$ cat src/hw/rtl/csc_pkg.sv
// ----------------------------------------------------------------------------
// csc_pkg
// types, character codes, crc and alphabet helpers for the checksum unit
// ----------------------------------------------------------------------------
`default_nettype none

package csc_pkg;

  localparam int CSC_BYTE_W      = 8;
  localparam int CSC_CRC_W       = 32;
  localparam int CSC_LEN_W       = 10;
  localparam int CSC_SUM_W       = CSC_LEN_W + CSC_CRC_W;
  localparam int CSC_DIGIT_W     = 6;
  localparam int CSC_IDX_W       = 3;
  localparam int CSC_QUEUE_DEPTH = 2;

  localparam logic [CSC_CRC_W-1:0]  CSC_CRC_POLY  = 32'hEDB8_8320;
  localparam logic [CSC_CRC_W-1:0]  CSC_CRC_ONES  = 32'hFFFF_FFFF;
  localparam logic [CSC_IDX_W-1:0]  CSC_LAST_IDX  = 3'd6;

  localparam logic [CSC_BYTE_W-1:0] CH_SLASH = 8'h2F;
  localparam logic [CSC_BYTE_W-1:0] CH_STAR  = 8'h2A;
  localparam logic [CSC_BYTE_W-1:0] CH_SPACE = 8'h20;
  localparam logic [CSC_BYTE_W-1:0] CH_TAB   = 8'h09;
  localparam logic [CSC_BYTE_W-1:0] CH_CR    = 8'h0D;
  localparam logic [CSC_BYTE_W-1:0] CH_LF    = 8'h0A;
  localparam logic [CSC_BYTE_W-1:0] CH_UPPER_A = 8'h41;
  localparam logic [CSC_BYTE_W-1:0] CH_LOWER_A = 8'h61;
  localparam logic [CSC_BYTE_W-1:0] CH_ZERO    = 8'h30;
  localparam logic [CSC_BYTE_W-1:0] CH_PLUS    = 8'h2B;
  localparam logic [CSC_BYTE_W-1:0] CH_MINUS   = 8'h2D;

  typedef enum logic [1:0] {
    MODE_NORMAL = 2'd0,
    MODE_BLOCK  = 2'd1,
    MODE_LINE   = 2'd2
  } scan_mode_t;

  typedef struct packed {
    logic [CSC_BYTE_W-1:0] data_byte;
    logic                  byte_valid;
    logic                  end_of_file;
  } in_item_t;

  typedef struct packed {
    logic [CSC_BYTE_W-1:0] char_code;
    logic [CSC_IDX_W-1:0]  char_index;
    logic                  last_char;
  } out_item_t;

  // finished checksum handed from front to back
  typedef struct packed {
    logic [CSC_LEN_W-1:0] len;
    logic [CSC_CRC_W-1:0] crc;
  } sum_t;

  typedef struct packed {
    logic full;
    logic empty;
  } queue_status_t;

  function automatic logic [CSC_CRC_W-1:0] crc_byte(input logic [CSC_CRC_W-1:0] crc,
                                                     input logic [CSC_BYTE_W-1:0] b);
    logic [CSC_CRC_W-1:0] x;
    x = {24'd0, crc[7:0] ^ b};
    for (int k = 0; k < 8; k++) begin
      x = x[0] ? ((x >> 1) ^ CSC_CRC_POLY) : (x >> 1);
    end
    return x ^ (crc >> 8);
  endfunction

  function automatic logic [CSC_BYTE_W-1:0] alpha_char(input logic [CSC_DIGIT_W-1:0] v);
    logic [CSC_BYTE_W-1:0] v8;
    logic [CSC_BYTE_W-1:0] r;
    v8 = {2'b00, v};
    if (v8 < 8'd26) begin
      r = CH_UPPER_A + v8;
    end else if (v8 < 8'd52) begin
      r = CH_LOWER_A + (v8 - 8'd26);
    end else if (v8 < 8'd62) begin
      r = CH_ZERO + (v8 - 8'd52);
    end else if (v8 == 8'd62) begin
      r = CH_PLUS;
    end else begin
      r = CH_MINUS;
    end
    return r;
  endfunction

endpackage

`default_nettype wire

$ cat src/hw/rtl/comment_stripping_crc32_checksum_unit.sv
// ----------------------------------------------------------------------------
// comment_stripping_crc32_checksum_unit
// strips c/c++ comments, folds whitespace, crc-32 plus length, base64-style out
// ----------------------------------------------------------------------------
//
//  channel  ports                         beat
//  -------  ----------------------------  ---------------------------------
//  input    in_push, in_full, in_item     one source byte and/or end flag
//  output   out_empty, out_pop, out_item  one checksum character
//
//  - one input beat per cycle while in_full is low; scan, crc update
//    and length update finish in the cycle of acceptance
//  - an end-of-file beat queues its checksum; the first character passes
//    through value_r and od_r, then one character per cycle while popped
//  - in_full follows the checksum queue only, so bytes stall only when
//    several checksums are waiting behind a stalled output
//  - synchronous active-low reset returns the scanner to normal mode and
//    empties queue and output register at the clock edge ending a reset cycle
// ----------------------------------------------------------------------------
`default_nettype none

module comment_stripping_crc32_checksum_unit
  import csc_pkg::*;
#(
  parameter int QUEUE_DEPTH = CSC_QUEUE_DEPTH
) (
  input  wire logic      clk,
  input  wire logic      rst_n,
  // input queue side
  input  wire logic      in_push,
  output logic           in_full,
  input  wire in_item_t  in_item,
  // result queue side
  output logic           out_empty,
  input  wire logic      out_pop,
  output out_item_t      out_item
);

  // front to back handoff
  queue_status_t q_status;
  logic          q_wr;
  logic          q_rd;
  sum_t          q_wr_data;
  sum_t          q_rd_data;

  // front: classifies each byte and folds it into crc and length
  csc_scanner u_scanner (
    .clk       (clk),
    .rst_n     (rst_n),
    .in_push   (in_push),
    .in_full   (in_full),
    .in_item   (in_item),
    .q_status  (q_status),
    .q_wr      (q_wr),
    .q_wr_data (q_wr_data)
  );

  // short queue of finished checksums so both sides stall on their own
  csc_queue #(
    .DEPTH (QUEUE_DEPTH)
  ) u_queue (
    .clk     (clk),
    .rst_n   (rst_n),
    .wr      (q_wr),
    .wr_data (q_wr_data),
    .rd      (q_rd),
    .rd_data (q_rd_data),
    .status  (q_status)
  );

  // back: seven characters per checksum through a registered output
  csc_serializer u_serializer (
    .clk       (clk),
    .rst_n     (rst_n),
    .q_status  (q_status),
    .q_rd_data (q_rd_data),
    .q_rd      (q_rd),
    .out_empty (out_empty),
    .out_pop   (out_pop),
    .out_item  (out_item)
  );

endmodule

`default_nettype wire

$ cat src/hw/rtl/csc_scanner.sv
// ----------------------------------------------------------------------------
// csc_scanner
// front end: comment scanner, space folding, crc-32 and length per byte
// ----------------------------------------------------------------------------
`default_nettype none

module csc_scanner
  import csc_pkg::*;
(
  input  wire logic          clk,
  input  wire logic          rst_n,
  input  wire logic          in_push,
  output logic               in_full,
  input  wire in_item_t      in_item,
  input  wire queue_status_t q_status,
  output logic               q_wr,
  output sum_t               q_wr_data
);

  scan_mode_t            mode_r, mode_nxt;
  logic [CSC_BYTE_W-1:0] prior_r, prior_nxt;
  logic [CSC_BYTE_W-1:0] cbs_r, cbs_nxt;
  logic [CSC_CRC_W-1:0]  crc_r, crc_nxt;
  logic [CSC_CRC_W-1:0]  rb_r, rb_nxt;
  logic [CSC_LEN_W-1:0]  len_r, len_nxt;
  logic                  accept;

  assign in_full = q_status.full;
  assign accept  = in_push && !q_status.full;
  assign q_wr    = accept && in_item.end_of_file;

  always_comb begin
    logic [CSC_BYTE_W-1:0] c;
    c         = in_item.data_byte;
    mode_nxt  = mode_r;
    prior_nxt = prior_r;
    cbs_nxt   = cbs_r;
    crc_nxt   = crc_r;
    rb_nxt    = rb_r;
    len_nxt   = len_r;
    if (in_item.byte_valid) begin
      // comment close: closing byte becomes a space
      if (mode_nxt == MODE_BLOCK) begin
        if (prior_nxt == CH_STAR && c == CH_SLASH) begin
          mode_nxt  = MODE_NORMAL;
          prior_nxt = cbs_nxt;
          c         = CH_SPACE;
        end
      end else if (mode_nxt == MODE_LINE) begin
        if (c == CH_CR || c == CH_LF) begin
          mode_nxt  = MODE_NORMAL;
          prior_nxt = cbs_nxt;
          c         = CH_SPACE;
        end
      end
      if (mode_nxt != MODE_BLOCK && mode_nxt != MODE_LINE) begin
        if (c == CH_SLASH && prior_nxt != CH_SLASH) begin
          cbs_nxt = prior_nxt;
        end
        if (prior_nxt == CH_SLASH && c == CH_STAR) begin
          // block opener: undo the counted slash
          mode_nxt = MODE_BLOCK;
          crc_nxt  = rb_nxt;
          len_nxt  = len_nxt - 1'b1;
          c        = CH_SPACE;
        end else if (prior_nxt == CH_SLASH && c == CH_SLASH) begin
          mode_nxt = MODE_LINE;
          crc_nxt  = rb_nxt;
          len_nxt  = len_nxt - 1'b1;
        end else begin
          if (c == CH_TAB || c == CH_CR || c == CH_LF) begin
            c = CH_SPACE;
          end
          if (c != CH_SPACE || prior_nxt != CH_SPACE) begin
            rb_nxt  = crc_nxt;
            crc_nxt = crc_byte(crc_nxt, c);
            len_nxt = len_nxt + 1'b1;
          end
        end
      end
      prior_nxt = c;
    end
    q_wr_data.len = len_nxt;
    q_wr_data.crc = crc_nxt ^ CSC_CRC_ONES;
  end

  always_ff @(posedge clk) begin
    if (!rst_n || q_wr) begin
      mode_r  <= MODE_NORMAL;
      prior_r <= CH_SPACE;
      cbs_r   <= CH_SPACE;
      crc_r   <= CSC_CRC_ONES;
      rb_r    <= CSC_CRC_ONES;
      len_r   <= '0;
    end else if (accept) begin
      mode_r  <= mode_nxt;
      prior_r <= prior_nxt;
      cbs_r   <= cbs_nxt;
      crc_r   <= crc_nxt;
      rb_r    <= rb_nxt;
      len_r   <= len_nxt;
    end
  end

endmodule

`default_nettype wire

$ cat src/hw/rtl/csc_queue.sv
// ----------------------------------------------------------------------------
// csc_queue
// short fifo of finished checksums between scanner and serializer
// ----------------------------------------------------------------------------
`default_nettype none

module csc_queue
  import csc_pkg::*;
#(
  parameter int DEPTH = CSC_QUEUE_DEPTH
) (
  input  wire logic    clk,
  input  wire logic    rst_n,
  input  wire logic    wr,
  input  wire sum_t    wr_data,
  input  wire logic    rd,
  output sum_t         rd_data,
  output queue_status_t status
);

  localparam int PTR_W = (DEPTH > 1) ? $clog2(DEPTH) : 1;
  localparam int CNT_W = $clog2(DEPTH + 1);
  localparam logic [CNT_W-1:0] DEPTH_C = CNT_W'(DEPTH);
  localparam logic [PTR_W-1:0] LAST_P  = PTR_W'(DEPTH - 1);

  sum_t             entry_r [DEPTH];
  logic [PTR_W-1:0] wp_r, rp_r;
  logic [CNT_W-1:0] cnt_r;
  logic             do_wr, do_rd;

  assign status.full  = (cnt_r == DEPTH_C);
  assign status.empty = (cnt_r == '0);
  assign do_wr   = wr && !status.full;
  assign do_rd   = rd && !status.empty;
  assign rd_data = entry_r[rp_r];

  always_ff @(posedge clk) begin
    if (do_wr) begin
      entry_r[wp_r] <= wr_data;
    end
  end

  always_ff @(posedge clk) begin
    if (!rst_n) begin
      wp_r  <= '0;
      rp_r  <= '0;
      cnt_r <= '0;
    end else begin
      if (do_wr) begin
        wp_r <= (wp_r == LAST_P) ? '0 : wp_r + 1'b1;
      end
      if (do_rd) begin
        rp_r <= (rp_r == LAST_P) ? '0 : rp_r + 1'b1;
      end
      if (do_wr && !do_rd) begin
        cnt_r <= cnt_r + 1'b1;
      end else if (do_rd && !do_wr) begin
        cnt_r <= cnt_r - 1'b1;
      end
    end
  end

endmodule

`default_nettype wire

$ cat src/hw/rtl/csc_serializer.sv
// ----------------------------------------------------------------------------
// csc_serializer
// back end: turns one checksum into seven base64-style characters
// ----------------------------------------------------------------------------
`default_nettype none

module csc_serializer
  import csc_pkg::*;
(
  input  wire logic          clk,
  input  wire logic          rst_n,
  input  wire queue_status_t q_status,
  input  wire sum_t          q_rd_data,
  output logic               q_rd,
  output logic               out_empty,
  input  wire logic          out_pop,
  output out_item_t          out_item
);

  logic [CSC_SUM_W-1:0] value_r, value_nxt;
  logic [CSC_IDX_W-1:0] idx_r, idx_nxt;
  logic                 busy_r, busy_nxt;
  logic                 ov_r, ov_nxt;
  out_item_t            od_r, od_nxt;
  logic                 advance;

  assign advance   = busy_r && (!ov_r || out_pop);
  assign q_rd      = !q_status.empty && (!busy_r || (advance && idx_r == CSC_LAST_IDX));
  assign out_empty = !ov_r;
  assign out_item  = od_r;

  always_comb begin
    value_nxt = value_r;
    idx_nxt   = idx_r;
    busy_nxt  = busy_r;
    ov_nxt    = ov_r;
    od_nxt    = od_r;
    if (advance) begin
      ov_nxt            = 1'b1;
      od_nxt.char_code  = alpha_char(value_r[CSC_SUM_W-1 -: CSC_DIGIT_W]);
      od_nxt.char_index = idx_r;
      od_nxt.last_char  = (idx_r == CSC_LAST_IDX);
      value_nxt         = value_r << CSC_DIGIT_W;
      idx_nxt           = idx_r + 1'b1;
      if (idx_r == CSC_LAST_IDX) begin
        busy_nxt = 1'b0;
      end
    end else if (out_pop) begin
      ov_nxt = 1'b0;
    end
    if (q_rd) begin
      value_nxt = q_rd_data;
      idx_nxt   = '0;
      busy_nxt  = 1'b1;
    end
  end

  always_ff @(posedge clk) begin
    if (!rst_n) begin
      busy_r <= 1'b0;
      ov_r   <= 1'b0;
      idx_r  <= '0;
    end else begin
      busy_r <= busy_nxt;
      ov_r   <= ov_nxt;
      idx_r  <= idx_nxt;
    end
  end

  always_ff @(posedge clk) begin
    value_r <= value_nxt;
    od_r    <= od_nxt;
  end

endmodule

`default_nettype wire

$ cat config.mk
export PLATFORM = sky130hd
export DESIGN_NAME = comment_stripping_crc32_checksum_unit
export DESIGN_NICKNAME = d
export VERILOG_FILES = /design/src/hw/rtl/csc_pkg.sv /design/src/hw/rtl/comment_stripping_crc32_checksum_unit.sv /design/src/hw/rtl/csc_scanner.sv /design/src/hw/rtl/csc_queue.sv /design/src/hw/rtl/csc_serializer.sv
export SDC_FILE = /design/constraint.sdc
export NUM_CORES = 1
export LEC_CHECK = 0
export ABC_AREA = 1
export BUFFER_PORTS_ARGS = -buffer_cell sky130_fd_sc_hd__clkbuf_2
export CORE_ASPECT_RATIO = 0.8
export CORE_UTILIZATION = 42
export CTS_BUF_LIST = sky130_fd_sc_hd__clkbuf_8 sky130_fd_sc_hd__clkbuf_16
export DETAILED_ROUTE_END_ITERATION = 8
export SYNTH_ARGS = -nofsm -noshare
export SYNTH_HDL_FRONTEND = slang
export SYNTH_SLANG_ARGS = --single-unit
export TNS_END_PERCENT = 100
$ cat constraint.sdc
create_clock -name clk -period 4.5 [get_ports clk]
set_input_delay 0.9 -clock clk [delete_from_list [all_inputs] [get_ports clk]]
set_output_delay 0.9 -clock clk [all_outputs]
set_load 0.05 [all_outputs]
* Word level (Yosys, flattened, before mapping)
Memory sizes are Yosys's and may differ from the RTL's. A register that Yosys moved wholly into a read port is not among the register bits.
Index checks and enable logic that the tools add are counted.
** Storage, ports and cells
- Register bits :: 155
- Latch bits :: 0
- RAM bits :: 84
- Bits in read-only memories :: 0
- Memories kept :: 1
** Memories
- u_queue.entry_r :: words 2, width 42, rd ports 1, clocked after Yosys merged registers in 1, wr ports 1, RTL line csc_queue.sv:26 : sum_t entry_r [DEPTH];
** Cells by class
- Add/sub/neg operators :: 12
- Multiply operators :: 0
- Divide/modulo/power cells :: 0
- Magnitude comparators :: 3
- Eq/ne operators :: 20
- Shift-type cells :: 0
- Multiplexer cells :: 63
- Bitwise gates (word level) :: 14
- Reduce and logical (&&, ||, !) cells :: 38
** Operators with widths (count)
- 32-bit two-way mux :: 13
- 8-bit two-way mux :: 21
- 13-bit inverter with 14-bit output :: 7
- 42-bit two-way mux :: 2
- 10-bit two-way mux :: 5
- 8-bit by 4-bit equality test with 1-bit output, second input constant :: 5
- 8-bit by 6-bit equality test with 1-bit output, second input constant :: 5
- 32-bit inverter :: 1
- 32-bit by 24-bit XOR with 32-bit output :: 1
- 8-bit by 6-bit inequality test with 1-bit output, second input constant :: 3
- 2-bit two-way mux :: 10
- 1-bit logical AND :: 14
- 1-bit inverter with 14-bit output :: 1
- 6-bit less-than comparator, second input constant :: 2
- 1-bit two-way mux :: 11
- 10-bit by 1-bit adder with 10-bit output, second input constant :: 1
- 10-bit by 1-bit subtractor with 10-bit output, second input constant :: 1
- 6-bit by 8-bit adder with 8-bit output, first input constant :: 1
- 7-bit by 6-bit adder with 8-bit output, first input constant :: 1
- 7-bit by 8-bit adder with 8-bit output, first input constant :: 1
- 2-bit nonzero test :: 4
- 8-bit XOR :: 1
- 1-bit zero test :: 7
- 1-bit logical OR :: 7
- other kinds (20) :: 25

* Logic depth before layout (Yosys ltp)
Gate-level depths: netlist (run 1).
- Depth after elaboration :: 38
- Mapped depth :: 26

* Hierarchy
A second synthesis (run 1) with hierarchy kept.
** Second synthesis, totals
- Cell total of the unflattened synthesis :: 1607
- Area total of the unflattened synthesis :: 13120.1 µm²
** Modules (own cells, without submodules)
- csc_scanner :: times used 1, cells each 1125, area each 6735.2 µm², seq. area each 1841.8 µm²
- csc_queue :: times used 1, cells each 169, area each 3482.1 µm², seq. area each 2622.5 µm²
- csc_serializer :: times used 1, cells each 313, area each 2902.8 µm², seq. area each 1721.7 µm²

* Worst setup path before layout (run 1)
No wires, ideal clock.
- Path kind :: input to register
- From :: input in_push
- To :: memory u_queue.entry_r[0][0] (netlist name), enable pin
- Arrival time :: 3.149 ns
- Data required time :: 4.058 ns
- Setup slack :: 0.909 ns
- Stages on the path :: 4
- Path buffers :: 0
- Path through :: o21ai_1 clkinv_1 nand2_1 nor2_1
** Between the ends
- Longest elaborated chain between the ends :: 5
** RTL lines
- from (decl) :: RTL line comment_stripping_crc32_checksum_unit.sv:30 : input wire logic in_push,
- 1-bit logical AND :: RTL line csc_scanner.sv:29 : assign accept = in_push && !q_status.full;
- 1-bit logical AND :: RTL line csc_scanner.sv:30 : assign q_wr = accept && in_item.end_of_file;
- 1-bit logical AND :: RTL line csc_queue.sv:33 : assign do_wr = wr && !status.full;
- 1-bit two-way mux :: RTL line csc_queue.sv:38 : if (do_wr) begin
- 1-bit two-way mux (not written as such) :: RTL line csc_queue.sv:39 : entry_r[wp_r] <= wr_data;
- to (decl) :: RTL line csc_queue.sv:26
Every way passes these cells.

==> results of run 1 <==
[where the power goes]
part	internal, uW	total, uW	switching [uW]
clock	1310	2240	929
combinational	920	3230	2310
sequential	3070	3330	253
total	5300	8800	3490
[placed cells by master (no fill, tap or decap), types with 28 or more instances in the layout]
master | Yosys | final
sky130_fd_sc_hd__nand2_1 | 536 | 534
sky130_fd_sc_hd__inv_1 | 138 | 142
sky130_fd_sc_hd__edfxtp_1 | 138 | 138
sky130_fd_sc_hd__dfxtp_1 | 102 | 102
sky130_fd_sc_hd__a21oi_1 | 102 | 101
sky130_fd_sc_hd__nor2_1 | 100 | 97
sky130_fd_sc_hd__nand3_1 | 90 | 90
sky130_fd_sc_hd__o21ai_0 | 47 | 47
sky130_fd_sc_hd__o211ai_1 | 46 | 46
sky130_fd_sc_hd__xor2_1 | 45 | 45
sky130_fd_sc_hd__a31oi_1 | 42 | 42
sky130_fd_sc_hd__buf_4 | 4 | 28
[worst min path at each step]
stage / endpoint / from
2_1_floorplan: flop / u_queue.rp_r
3_3_place_gp: u_queue.rp_r / u_queue.rp_r
3_5_place_dp: u_scanner.rb_r[14] / u_scanner.rb_r[14]
4_1_cts: u_queue.rp_r / u_queue.rp_r
5_1_grt: u_queue.rp_r / u_queue.rp_r
6_report: u_scanner.rb_r[14] / u_scanner.rb_r[14]
[per-layer routing]
metal  vias to the layer above  global-route usage [%]  share of wire, %
li1                       5338                       -                 -
met1                      5021                   34.14                49
met2                       340                   35.51                43
met3                        44                   3.728               6.7
met4                         0                   5.618               1.6
met5                         -                       0                 0
[cell type report]
class                           instances  area share (%)
Clock inverter                         21           1.597
Clock buffer                           27           4.661
Inverter                              152           4.046
Tap cell                              406           3.564
Multi-Input combinational cell       1136           40.03
Timing Repair Buffer                   57           2.703
Sequential cell                       240           43.40
[critical path, cell delays in order]
cell and delay [ns]:
sky130_fd_sc_hd__clkbuf_2 0.14, sky130_fd_sc_hd__inv_1 0.09, sky130_fd_sc_hd__nand2_1 0.10, sky130_fd_sc_hd__nor2_1 0.17, sky130_fd_sc_hd__nand3_2 0.28, sky130_fd_sc_hd__inv_1 0.27
sky130_fd_sc_hd__nand2_1 0.10, sky130_fd_sc_hd__o211ai_1 0.13, sky130_fd_sc_hd__nand2_1 0.08, sky130_fd_sc_hd__nor2_1 0.18, sky130_fd_sc_hd__nand2_2 0.13, sky130_fd_sc_hd__nor2_2 0.27
sky130_fd_sc_hd__nand3_1 0.13, sky130_fd_sc_hd__nand2_2 0.36, sky130_fd_sc_hd__buf_4 0.28, sky130_fd_sc_hd__nand2_1 0.07, sky130_fd_sc_hd__nand2_1 0.06, sky130_fd_sc_hd__a21oi_1 0.04
sky130_fd_sc_hd__nand2_1 0.10, sky130_fd_sc_hd__nand2_1 0.07
[flip-flops by register name (all words and copies together) (netlist names), 3 cells and up, named ones only]
register / count
u_scanner.crc_r: 29
u_scanner.prior_r: 8
u_scanner.cbs_r: 8
u_queue.entry_r: 84
u_serializer.value_r: 42
u_scanner.rb_r: 32
u_serializer.idx_r: 3
u_serializer.out_item: 12
u_scanner.len_r: 10
[cell families (layout without fill, tap and decap cells)]
group | Yosys count | after routing | synth area share [%]
adders and majority gates | 15 | 15 | 1.476
xor gates and xnor gates | 51 | 51 | 3.513
and+or+nand+nor | 813 | 813 | 27.57
DFF | 240 | 240 | 48.65
buffers and inverters | 210 | 257 | 6.868
AOI/OAI and AO/OA | 257 | 257 | 11.93
[per-stage QoR]
stage	total power (uW)	util [%]
after floorplan	5593	-
after global placement	6557	45.19
after detailed placement	6583	45.19
after CTS	8832	48.21
after global routing	9369	48.21
final	8796	48.21
==> implementation parameters, run 1 <==
Parameter                              Value

Run status
  Status ... completed

Placement
  Post-placement cell count ... between 1500 and 2000
  Placed wire-length estimate after detailed placement ... 24.00 mm
  Port Buffer Count ... 27
  Pre-CTS worst setup slack ... roughly 0.30 ns
  Last weighted congestion value of the routability-driven placer ... 0.9303
  Placement-stage cell area ... approximately 13000 um2

Clock network
  Clock transition at path regs ... 0.06 ns
  CTS Hold Bufs ... 0
  Number of buffers inserted by post-CTS setup repair ... 0
  Level count of the clock H-tree ... 1
  Clock tree sinks ... 240
  TritonCTS Buffers ... 26
  Number of cells upsized or downsized after cts ... 0
  Cell chosen for the clock root ... sky130_fd_sc_hd__clkbuf_16
  Max Buffers Root-to-Sink ... 3
  Clk_lat worst skew ... 0.55 ns
  Clock tree from TritonCTS ... yes

Logic synthesis
  Cell with the most instances after synthesis ... sky130_fd_sc_hd__nand2_1
  Mapped Avg Cell Area ... 8.018 um2
  Synthesized area ... 12720 um2
  Number of register bits inferred by synthesis ... 240
  Synth Instances ... 1586
  Number of distinct library cell variants in the gate-level netlist after synthesis ... 45
  Count of flip-flops with a built-in enable after synthesis ... 138
  Proportion of synthesized flip-flops having asynchronous set or reset ... 0%
  Biggest area consumer among synthesized cells ... sky130_fd_sc_hd__edfxtp_1
  Synthesis Warnings ... 0
  Top area cells in the synthesized netlist ... sky130_fd_sc_hd__edfxtp_1 (33%), sky130_fd_sc_hd__dfxtp_1 (16%), sky130_fd_sc_hd__nand2_1 (16%), sky130_fd_sc_hd__inv_1 (4.1%), sky130_fd_sc_hd__a21oi_1 (4.0%)
  Share of the synthesized area in the top cell type ... 32.59%
  Share of the yosys chip area belonging to registers ... 48.65%
  Top cell types by occurrence after synthesis ... sky130_fd_sc_hd__nand2_1 (536), sky130_fd_sc_hd__edfxtp_1 (138), sky130_fd_sc_hd__inv_1 (138)
  Net count after synthesis ... 1615
  Top flip-flop cell by instance count after synthesis ... sky130_fd_sc_hd__edfxtp_1

Timing
  Unrepaired setup endpoints after global routing ... no
  Slew margin rel. ... 26.60%
  Final hold slack ... between 0.4 and 0.5 ns
  Post-Route Setup TNS ... 0 ns
  Post-route minimum period ... 3.666 ns
  Maximum clock rate ... roughly 0.27 GHz
  Final-report max-slew violation count ... 0
  Worst Clk Skew ... 0.01009 ns
  Transition time at the pin with the least slew margin ... 1.100 ns
  Setup violations, final ... 0
  Final-report hold violation count ... 0
  Final cycle utilization of the critical path ... slightly above 80%
  Final WS setup ... 0.8335 ns

Critical path
  Endpoint of the most critical setup path ... u_queue.entry_r[1][18]
  Data required time at the worst endpoint ... around 4.8 ns
  R2R setup slack ... roughly 0.9 ns
  Startpoint of the lowest-slack register-to-register path ... u_scanner.mode_r[1]
  Critical Path Source ... in_item[8]
  Arrival time at the worst endpoint ... between 3 and 4 ns
  FF-to-FF path depth ... 18
  Kind of critical path ... in2reg
  Maximum fanout encountered on the critical timing path ... 17
  Setup crit start kind ... input pin
  Critical path endpoint category ... flop
  Reg2Reg Capture Point ... u_queue.entry_r[1][18]

Routing
  Detailed Route Iter0 Violations ... 960
  WL/cell ... 17.14 um
  Routed Wire Length ... 34.95 mm
  First drt pass iteration count ... 5
  Drt drc ... 0
  Post-DRT Antenna Nets ... 0
  Avg Vias per Cell ... 5.269
  Via count ... approximately 11000

Floorplan
  Initial Util ... approximately 43%
  Area inside the core boundary ... 29570 um2
  Top-level I/O count ... 28
  Die extent in x ... 196.5 um
  Total Die Area ... approximately 31000 um2
  Row count ... 56
  Vertical die dimension ... 157.6 um

Global routing
  Pin count of the biggest net entering global routing ... 77
  Wire length of the first global-routing pass ... 55.79 mm
  Overall track demand over capacity in global routing ... around 23%
  Total gr overflow ... 0
  Number of antenna violations at the first check in global routing ... 0
  Number of global-route vias before repair ... 9840

Layout
  Number of standard cells in the final layout excluding fillers ... around 2000
  Area used by sequential logic in the layout ... 6186 um2
  Antenna fix cells ... 0
  Layout cells sized above 1 ... 10.29%
  Final Instance Area ... around 14000 um2
  Filler Cell Count ... between 2000 and 3000
  Net count, final ... 1642
  Relative area change from synthesis to final layout ... 12.10%
  Area of combinational cells with multiple inputs ... 5707 um2

Pwr
  Power density cells ... 617.1 nW/um2
  VDD IR-drop max ... 0.0004354 V
  Static power due to leakage ... 0.006299 uW

Run
  Number of max-capacitance violations reported ... 0

Min path
  Worst Hold Path Cells ... 2
  Worst min-delay path class ... reg2reg
(Power assumes the default switching activity.)
==> inputs of run 2 (changes only) <==
Settings changed: ABC_AREA 1 to 0.
Clock period 4.5 ns to 3.55 ns, I/O delays scaled along.
==> implementation parameters, run 2 <==
Parameter                              Value

Run status
  Status ... completed (unchanged)

Timing
  Slew margin rel. ... 37.71% (was 26.60%)
  Final-report max-slew violation count ... 0 (unchanged)
  Maximum clock rate ... 0.3346 GHz
  Post-Route Setup TNS ... 0 ns (unchanged)
  Transition time at the pin with the least slew margin ... 0.9343 ns (was 1.100 ns)
  Final-report hold violation count ... 0 (unchanged)
  Worst Clk Skew ... 0.01099 ns (was 0.01009 ns)
  Unrepaired setup endpoints after global routing ... no (unchanged)
  Final cycle utilization of the critical path ... 84.18%
  Post-route minimum period ... 2.988 ns
  Setup violations, final ... 0 (unchanged)
  Final hold slack ... 0.4686 ns (was 0.4557 ns)

Clock network
  Cell chosen for the clock root ... sky130_fd_sc_hd__clkbuf_16 (unchanged)
  Number of buffers inserted by post-CTS setup repair ... 0 (unchanged)
  TritonCTS Buffers ... 26 (unchanged)
  Clock tree from TritonCTS ... yes (unchanged)
  Number of cells upsized or downsized after cts ... 0 (unchanged)
  Max Buffers Root-to-Sink ... 3 (unchanged)
  Clk_lat worst skew ... 0.53 ns (was 0.55 ns)
  Clock tree sinks ... 240 (unchanged)
  Clock transition at path regs ... 0.06 ns (about the same)
  CTS Hold Bufs ... 0 (unchanged)
  Level count of the clock H-tree ... 1 (unchanged)

Critical path
  Critical Path Source ... u_scanner.prior_r[3] (was in_item[8])
  Data required time at the worst endpoint ... 3.81 ns (was 4.80 ns)
  Setup crit start kind ... flop (was input pin)
  R2R setup slack ... 0.56 ns (was 0.90 ns)
  Kind of critical path ... reg2reg (was in2reg)
  Maximum fanout encountered on the critical timing path ... 6 (was 17)
  Reg2Reg Capture Point ... u_queue.entry_r[0][5] (was u_queue.entry_r[1][18])
  Critical path endpoint category ... flop (unchanged)
  Arrival time at the worst endpoint ... 3.25 ns (was 3.96 ns)
  Startpoint of the lowest-slack register-to-register path ... u_scanner.prior_r[3] (was u_scanner.mode_r[1])
  FF-to-FF path depth ... 9 (was 18)

Placement
  Last weighted congestion value of the routability-driven placer ... 0.9090 (was 0.9303)
  Placed wire-length estimate after detailed placement ... 20.31 mm (was 24.00 mm)
  Port Buffer Count ... 27 (unchanged)
  Post-placement cell count ... 1494 (was 1991)

Layout
  Net count, final ... 1187 (was 1642)
  Filler Cell Count ... 2506 (was 2896)
  Number of standard cells in the final layout excluding fillers ... 1542 (was 2039)
  Register bank with the most flops ... u_queue.entry_r (unchanged)
  Layout cells sized above 1 ... 14.09% (was 10.29%)
  Antenna fix cells ... 0 (unchanged)
  Largest regs ... u_queue.entry_r x84, u_serializer.value_r x42, u_scanner.rb_r x32 (unchanged)
  Relative area change from synthesis to final layout ... 14.90% (was 12.10%)
  Commonest non-fill, non-tap cells in the layout ... sky130_fd_sc_hd__nand2_1 (169), sky130_fd_sc_hd__edfxtp_1 (138), sky130_fd_sc_hd__dfxtp_1 (101), sky130_fd_sc_hd__xnor2_1 (68), sky130_fd_sc_hd__o21ai_0 (65) (was sky130_fd_sc_hd__nand2_1 (534), sky130_fd_sc_hd__inv_1 (142), sky130_fd_sc_hd__edfxtp_1 (138), sky130_fd_sc_hd__dfxtp_1 (102), sky130_fd_sc_hd__a21oi_1 (101))
  Most common library cell in the layout ignoring fill and taps ... sky130_fd_sc_hd__nand2_1 (unchanged)
  Post-layout utilization of the core ... 49.13% (was 48.21%)
  Flip-flop count of the largest register, all copies and words added ... 84 (unchanged)

Pwr
  Power density cells ... 759.5 nW/um2 (was 617.1 nW/um2)
  Total power of the final layout ... 10190 uW (was 8796 uW)
  VDD IR-drop max ... 0.0004130 V (was 0.0004354 V)
  Static power due to leakage ... 0.005024 uW (was 0.006299 uW)

Routing
  WL/cell ... 18.93 um (was 17.14 um)
  Via count ... 8486 (was 10743)
  First drt pass iteration count ... 5 (unchanged)
  Post-DRT Antenna Nets ... 0 (unchanged)
  Drt drc ... 0 (unchanged)
  Routed Wire Length ... 29.19 mm (was 34.95 mm)
  Detailed Route Iter0 Violations ... 783 (was 960)
  Avg Vias per Cell ... 5.503 (was 5.269)

Logic synthesis
  Cell with the most instances after synthesis ... sky130_fd_sc_hd__nand2_1 (unchanged)
  Proportion of synthesized flip-flops having asynchronous set or reset ... 0% (unchanged)
  Biggest area consumer among synthesized cells ... sky130_fd_sc_hd__edfxtp_1 (unchanged)
  Count of flip-flops with a built-in enable after synthesis ... 138 (unchanged)
  Top cell types by occurrence after synthesis ... sky130_fd_sc_hd__nand2_1 (170), sky130_fd_sc_hd__edfxtp_1 (138), sky130_fd_sc_hd__dfxtp_1 (102) (was sky130_fd_sc_hd__nand2_1 (536), sky130_fd_sc_hd__edfxtp_1 (138), sky130_fd_sc_hd__inv_1 (138))
  Share of the synthesized area in the top cell type ... 35.50% (was 32.59%)
  Mapped Avg Cell Area ... 10.57 um2 (was 8.018 um2)
  Synth Instances ... 1104 (was 1586)
  Number of distinct library cell variants in the gate-level netlist after synthesis ... 74 (was 45)
  Top flip-flop cell by instance count after synthesis ... sky130_fd_sc_hd__edfxtp_1 (unchanged)
  Number of register bits inferred by synthesis ... 240 (unchanged)
  Synthesis Warnings ... 0 (unchanged)
  Net count after synthesis ... 1133 (was 1615)
  Top area cells in the synthesized netlist ... sky130_fd_sc_hd__edfxtp_1 (36%), sky130_fd_sc_hd__dfxtp_1 (17%), sky130_fd_sc_hd__nand2_1 (5.5%), sky130_fd_sc_hd__xnor2_1 (5.1%), sky130_fd_sc_hd__mux2i_1 (4.5%) (was sky130_fd_sc_hd__edfxtp_1 (33%), sky130_fd_sc_hd__dfxtp_1 (16%), sky130_fd_sc_hd__nand2_1 (16%), sky130_fd_sc_hd__inv_1 (4.1%), sky130_fd_sc_hd__a21oi_1 (4.0%))
  Synthesized area ... 11670 um2 (was 12720 um2)
  Share of the yosys chip area belonging to registers ... 53.00% (was 48.65%)

Min path
  Capture endpoint of the worst hold path ... u_scanner.rb_r[19] (was u_scanner.rb_r[14])
  Worst Hold Path Cells ... 2 (unchanged)
  Worst min-delay path class ... reg2reg (unchanged)
  Source of the worst hold timing path ... u_scanner.rb_r[19] (was u_scanner.rb_r[14])

Floorplan
  Initial Util ... 42.76% (was 43.01%)
  Vertical die dimension ... 151.1 um (was 157.6 um)
  Total Die Area ... 28470 um2 (was 30980 um2)
  Area inside the core boundary ... 27300 um2 (was 29570 um2)
  Top-level I/O count ... 28 (unchanged)
  Die extent in x ... 188.4 um (was 196.5 um)
  Row count ... 54 (was 56)

Run
  Number of max-capacitance violations reported ... 0 (unchanged)

Global routing
  Pin count of the biggest net entering global routing ... 43 (was 77)
  Total gr overflow ... 0 (unchanged)
  Overall track demand over capacity in global routing ... 20.83% (was 23.22%)
  Number of antenna violations at the first check in global routing ... 0 (unchanged)
  Number of global-route vias before repair ... 7875 (was 9840)
  Wire length of the first global-routing pass ... 45.87 mm (was 55.79 mm)
[run 2: changes by cell type in the layout (fill, tap and decap cells not counted), sizes merged, moves of 42 or more]
cell and delta:
nand2 -382, inv -123, xnor2 +64, a21oi -54
mux2i +53, nand3 -50, nor2 -46, o211ai -42
[run 2: how the worst max path moves through the flow]
| stage | end | slack (ns) | depth (start not counted) |
|---|---|---|---|
| 6_report | u_queue.entry_r[0][5] | 0.56 | 9 |
| 5_1_grt | u_queue.entry_r[0][5] | 0.38 | 9 |
| 4_1_cts | u_queue.entry_r[0][5] | 0.61 | 9 |
| 3_5_place_dp | u_queue.entry_r[1][30] | 0.13 | 10 |
| 3_3_place_gp | u_queue.entry_r[1][21] | 0.12 | 10 |
| 2_1_floorplan | u_queue.entry_r[0][0] | 0.06 | 4 |
[run 2: final cells by class]
cell class,instances,area [um2],area share [%]
multi-input combinational,782,5171,38.56
inverter,15,56.30,0.4198
clock inverter,19,120.1,0.8956
tap,364,455.4,3.396
clock buffer,29,703.2,5.243
timing repair buffer,93,718.2,5.355
sequential,240,6187,46.13
[run 2: logic make-up (layout without fill, tap and decap cells)]
kind of cell,Yosys count,count (layout),share of synthesized area [%]
multiplexers,54,54,4.781
flip-flops,240,240,53.00
buffers and inverters,82,156,3.023
AO/OA/AOI/OAI,218,218,12.55
AND/OR/NAND/NOR,375,375,15.24
adder cells (fa/ha/maj),15,15,1.608
XOR/XNOR,120,120,9.797
[run 2: metal layers]
| layer | wire length, um | global-route usage (%) | vias up |
|---|---|---|---|
| met5 | 0 | 0 | - |
| met4 | 524 | 4.556 | 0 |
| met3 | 2150 | 4.379 | 47 |
| met2 | 12440 | 31.53 | 284 |
| met1 | 14070 | 30.56 | 4079 |
| li1 | - | - | 4076 |
[run 2: where the power goes]
group	switching [uW]	internal (uW)	total, uW	leakage (uW)
combinational	2130	1270	3410	0.00244
clock	1090	1490	2580	0.000448
sequential	398	3800	4200	0.00214
[run 2: critical path, cell delays in order, from the launching register on]
cell and delay [ns]:
sky130_fd_sc_hd__dfxtp_1 0.41, sky130_fd_sc_hd__nor4bb_1 0.44, sky130_fd_sc_hd__nand4_1 0.34, sky130_fd_sc_hd__o221a_2 0.42
sky130_fd_sc_hd__nand2_1 0.19, sky130_fd_sc_hd__xnor2_1 0.21, sky130_fd_sc_hd__buf_4 0.18, sky130_fd_sc_hd__xor2_1 0.17
sky130_fd_sc_hd__xnor2_1 0.12, sky130_fd_sc_hd__o21a_1 0.23
[run 2: stage by stage]
stage,setup slack (ns),area [um2]
4_1_cts,0.6067,13410
5_1_grt,0.3762,13410
6_report,0.5616,13410
3_3_place_gp,0.1153,12590
3_5_place_dp,0.1267,12590
2_1_floorplan,0.05611,11670
==> inputs of run 3 (changes only) <==
Settings changed: ABC_AREA 0 to 1.
Clock period 3.55 ns to 2.5 ns, I/O delays scaled along.
==> implementation parameters, run 3 (same netlist as run 1, synthesis figures left out) <==
Parameter                              Value

Min path
  Worst Hold Path Cells ... 3 (was 2)
  Worst min-delay path class ... in2reg (was reg2reg)

Layout
  Most common library cell in the layout ignoring fill and taps ... sky130_fd_sc_hd__nand2_1 (unchanged)
  Net count, final ... 1828 (was 1187)
  Commonest non-fill, non-tap cells in the layout ... sky130_fd_sc_hd__nand2_1 (361), sky130_fd_sc_hd__buf_4 (144), sky130_fd_sc_hd__nand2_2 (138), sky130_fd_sc_hd__edfxtp_1 (138), sky130_fd_sc_hd__inv_1 (127) (was sky130_fd_sc_hd__nand2_1 (169), sky130_fd_sc_hd__edfxtp_1 (138), sky130_fd_sc_hd__dfxtp_1 (101), sky130_fd_sc_hd__xnor2_1 (68), sky130_fd_sc_hd__o21ai_0 (65))
  Largest regs ... u_queue.entry_r x84, u_serializer.value_r x42, u_scanner.rb_r x32 (unchanged)
  Layout cells sized above 1 ... 37.00% (was 14.09%)
  Relative area change from synthesis to final layout ... 40.39% (was 14.90%)
  Register bank with the most flops ... u_queue.entry_r (unchanged)
  Flip-flop count of the largest register, all copies and words added ... 84 (unchanged)
  Filler Cell Count ... 2488 (was 2506)
  Number of standard cells in the final layout excluding fillers ... 2226 (was 1542)

Clock network
  TritonCTS Buffers ... 26 (unchanged)
  Clock tree sinks ... 240 (unchanged)
  Clock transition at path regs ... 0.06 ns (about the same)
  Level count of the clock H-tree ... 1 (unchanged)
  Max Buffers Root-to-Sink ... 3 (unchanged)
  Cell chosen for the clock root ... sky130_fd_sc_hd__clkbuf_16 (unchanged)
  Clock tree from TritonCTS ... yes (unchanged)
  Clk_lat worst skew ... 0.57 ns (was 0.53 ns)

Placement
  Port Buffer Count ... 27 (unchanged)
  Last weighted congestion value of the routability-driven placer ... 0.9329 (was 0.9090)
  Placed wire-length estimate after detailed placement ... 24.64 mm (was 20.31 mm)
  Post-placement cell count ... 2123 (was 1494)

Timing
  Final-report max-slew violation count ... 0 (unchanged)
  Final-report hold violation count ... 0 (unchanged)
  Setup violations, final ... 157 (was 0)
  Post-route minimum period ... 2.738 ns (was 2.988 ns)
  Final WS setup ... -0.2375 ns (was 0.5616 ns)
  Transition time at the pin with the least slew margin ... 0.6318 ns (was 0.9343 ns)
  Maximum clock rate ... 0.3653 GHz (was 0.3346 GHz)
  Post-Route Setup TNS ... -23.38 ns (was 0 ns)
  Slew margin rel. ... 57.88% (was 37.71%)
  Final cycle utilization of the critical path ... 109.5% (was 84.18%)
  Worst Clk Skew ... 0.02196 ns (was 0.01099 ns)
  Unrepaired setup endpoints after global routing ... yes (was no)

Pwr
  Total power of the final layout ... 17230 uW (was 10190 uW)
  VDD IR-drop max ... 0.0006005 V (was 0.0004130 V)
  Power density cells ... 965.3 nW/um2 (was 759.5 nW/um2)
  Static power due to leakage ... 0.007746 uW (was 0.005024 uW)

Floorplan
  Initial Util ... 43.01% (was 42.76%)
  Total Die Area ... 30980 um2 (was 28470 um2)
  Area inside the core boundary ... 29570 um2 (was 27300 um2)
  Vertical die dimension ... 157.6 um (was 151.1 um)
  Die extent in x ... 196.5 um (was 188.4 um)
  Row count ... 56 (was 54)
  Top-level I/O count ... 28 (unchanged)

Run status
  Status ... complete, but fails checks (was completed)
  Failing checks ... setup timing

Global routing
  Total gr overflow ... 0 (unchanged)
  Number of global-route vias before repair ... 11188 (was 7875)
  Pin count of the biggest net entering global routing ... 51 (was 43)
  Number of antenna violations at the first check in global routing ... 1 (was 0)
  Overall track demand over capacity in global routing ... 24.88% (was 20.83%)
  Wire length of the first global-routing pass ... 60.32 mm (was 45.87 mm)

Routing
  WL/cell ... 17.45 um (was 18.93 um)
  Detailed Route Iter0 Violations ... 859 (was 783)
  Post-DRT Antenna Nets ... 0 (unchanged)
  Avg Vias per Cell ... 5.234 (was 5.503)
  Drt drc ... 0 (unchanged)
  First drt pass iteration count ... 6 (was 5)
  Routed Wire Length ... 38.85 mm (was 29.19 mm)
  Via count ... 11650 (was 8486)

Critical path
  R2R setup slack ... -0.24 ns (was 0.56 ns)
  FF-to-FF path depth ... 20 (was 9)
  Setup crit start kind ... flop (unchanged)
  Data required time at the worst endpoint ... 2.80 ns (was 3.81 ns)
  Kind of critical path ... reg2reg (unchanged)
  Maximum fanout encountered on the critical timing path ... 6 (unchanged)
  Arrival time at the worst endpoint ... 3.03 ns (was 3.25 ns)
  Critical path endpoint category ... flop (unchanged)

Run
  Number of max-capacitance violations reported ... 0 (unchanged)
run 3: cell types whose count changed in the layout (fill, tap and decap cells not counted), sizes merged, moves of 50 or more:
cell   change
nand3     +50
xnor2     -64
inv      +125
a21oi     +54
mux2i     -53
nand2    +383
buf      +144
run 3: where the power goes:
| group | internal (uW) | switching (uW) |
|---|---|---|
| clock network | 2090 | 1620 |
| registers | 5530 | 480 |
| logic | 2650 | 4850 |
run 3: stage by stage:
step	worst slack, ns	instance area [um2]	utilization, %	hold slack (ns)
finish	-0.2375	17850	60.38	0.2403
global route	-0.3802	17850	60.37	0.2365
CTS	-0.2534	17100	57.82	0.2109
detailed placement	-0.8581	14930	50.51	0.4426
global placement	-0.8068	14930	50.51	0.4369
floorplan	-0.6910	13140	-	0.4255
run 3: area by class of cell:
type	count	area (um2)	share of cell area (%)
clock inverters	22	161.4	0.9041
diodes	1	2.502	0.01402
multi-input cells	1137	7362	41.24
clock buffers	26	650.6	3.645
well taps	406	508.0	2.846
inverters	152	640.6	3.588
repair buffers	240	2308	12.93
repair inverters	2	20.02	0.1121
flip-flops and latches	240	6198	34.72
run 3: timing repair:
action,in CTS,in global routing
hold buffers,0,0
endpoints found under the setup margin,158,170
gates cloned,8,5
pin swaps,93,104
buffers inserted,33,16
resized for setup,261,164
run 3: path summary, 6_finish.rpt:
check                       startpoint                      to
setup / recovery  u_scanner.prior_r[7]  u_queue.entry_r[0][20]
hold / removal                 out_pop       u_serializer.ov_r
setup reg to reg  u_scanner.prior_r[7]  u_queue.entry_r[0][20]
hold reg to reg           u_queue.rp_r                    flop
run 3: layer usage:
layer  share of wire (%)  GRT usage, %  vias to the layer above
li1                    -             -                     5706
met1                  44         33.68                     5521
met2                  46         40.02                      347
met3                 6.8         5.475                       76
met4                 2.9         7.068                        0
met5                   0             0                        -
run 3: worst max-delay path: stages (launching register included):
cell	delay (ns)
sky130_fd_sc_hd__dfxtp_2	0.33
sky130_fd_sc_hd__nor2_4	0.12
sky130_fd_sc_hd__nand3_4	0.09
sky130_fd_sc_hd__nor2_4	0.13
sky130_fd_sc_hd__nand3_4	0.11
sky130_fd_sc_hd__nand3_4	0.15
sky130_fd_sc_hd__nand4_4	0.17
sky130_fd_sc_hd__buf_6	0.16
sky130_fd_sc_hd__nand4_1	0.12
sky130_fd_sc_hd__buf_4	0.16
sky130_fd_sc_hd__nand2_8	0.08
sky130_fd_sc_hd__nand2_8	0.10
sky130_fd_sc_hd__nand2_8	0.10
sky130_fd_sc_hd__nand2_4	0.11
sky130_fd_sc_hd__nand2_8	0.08
sky130_fd_sc_hd__inv_6	0.07
sky130_fd_sc_hd__nand2_4	0.05
sky130_fd_sc_hd__nand3_2	0.06
sky130_fd_sc_hd__nand3_2	0.07
sky130_fd_sc_hd__nand2_2	0.11
sky130_fd_sc_hd__a21oi_4	0.08
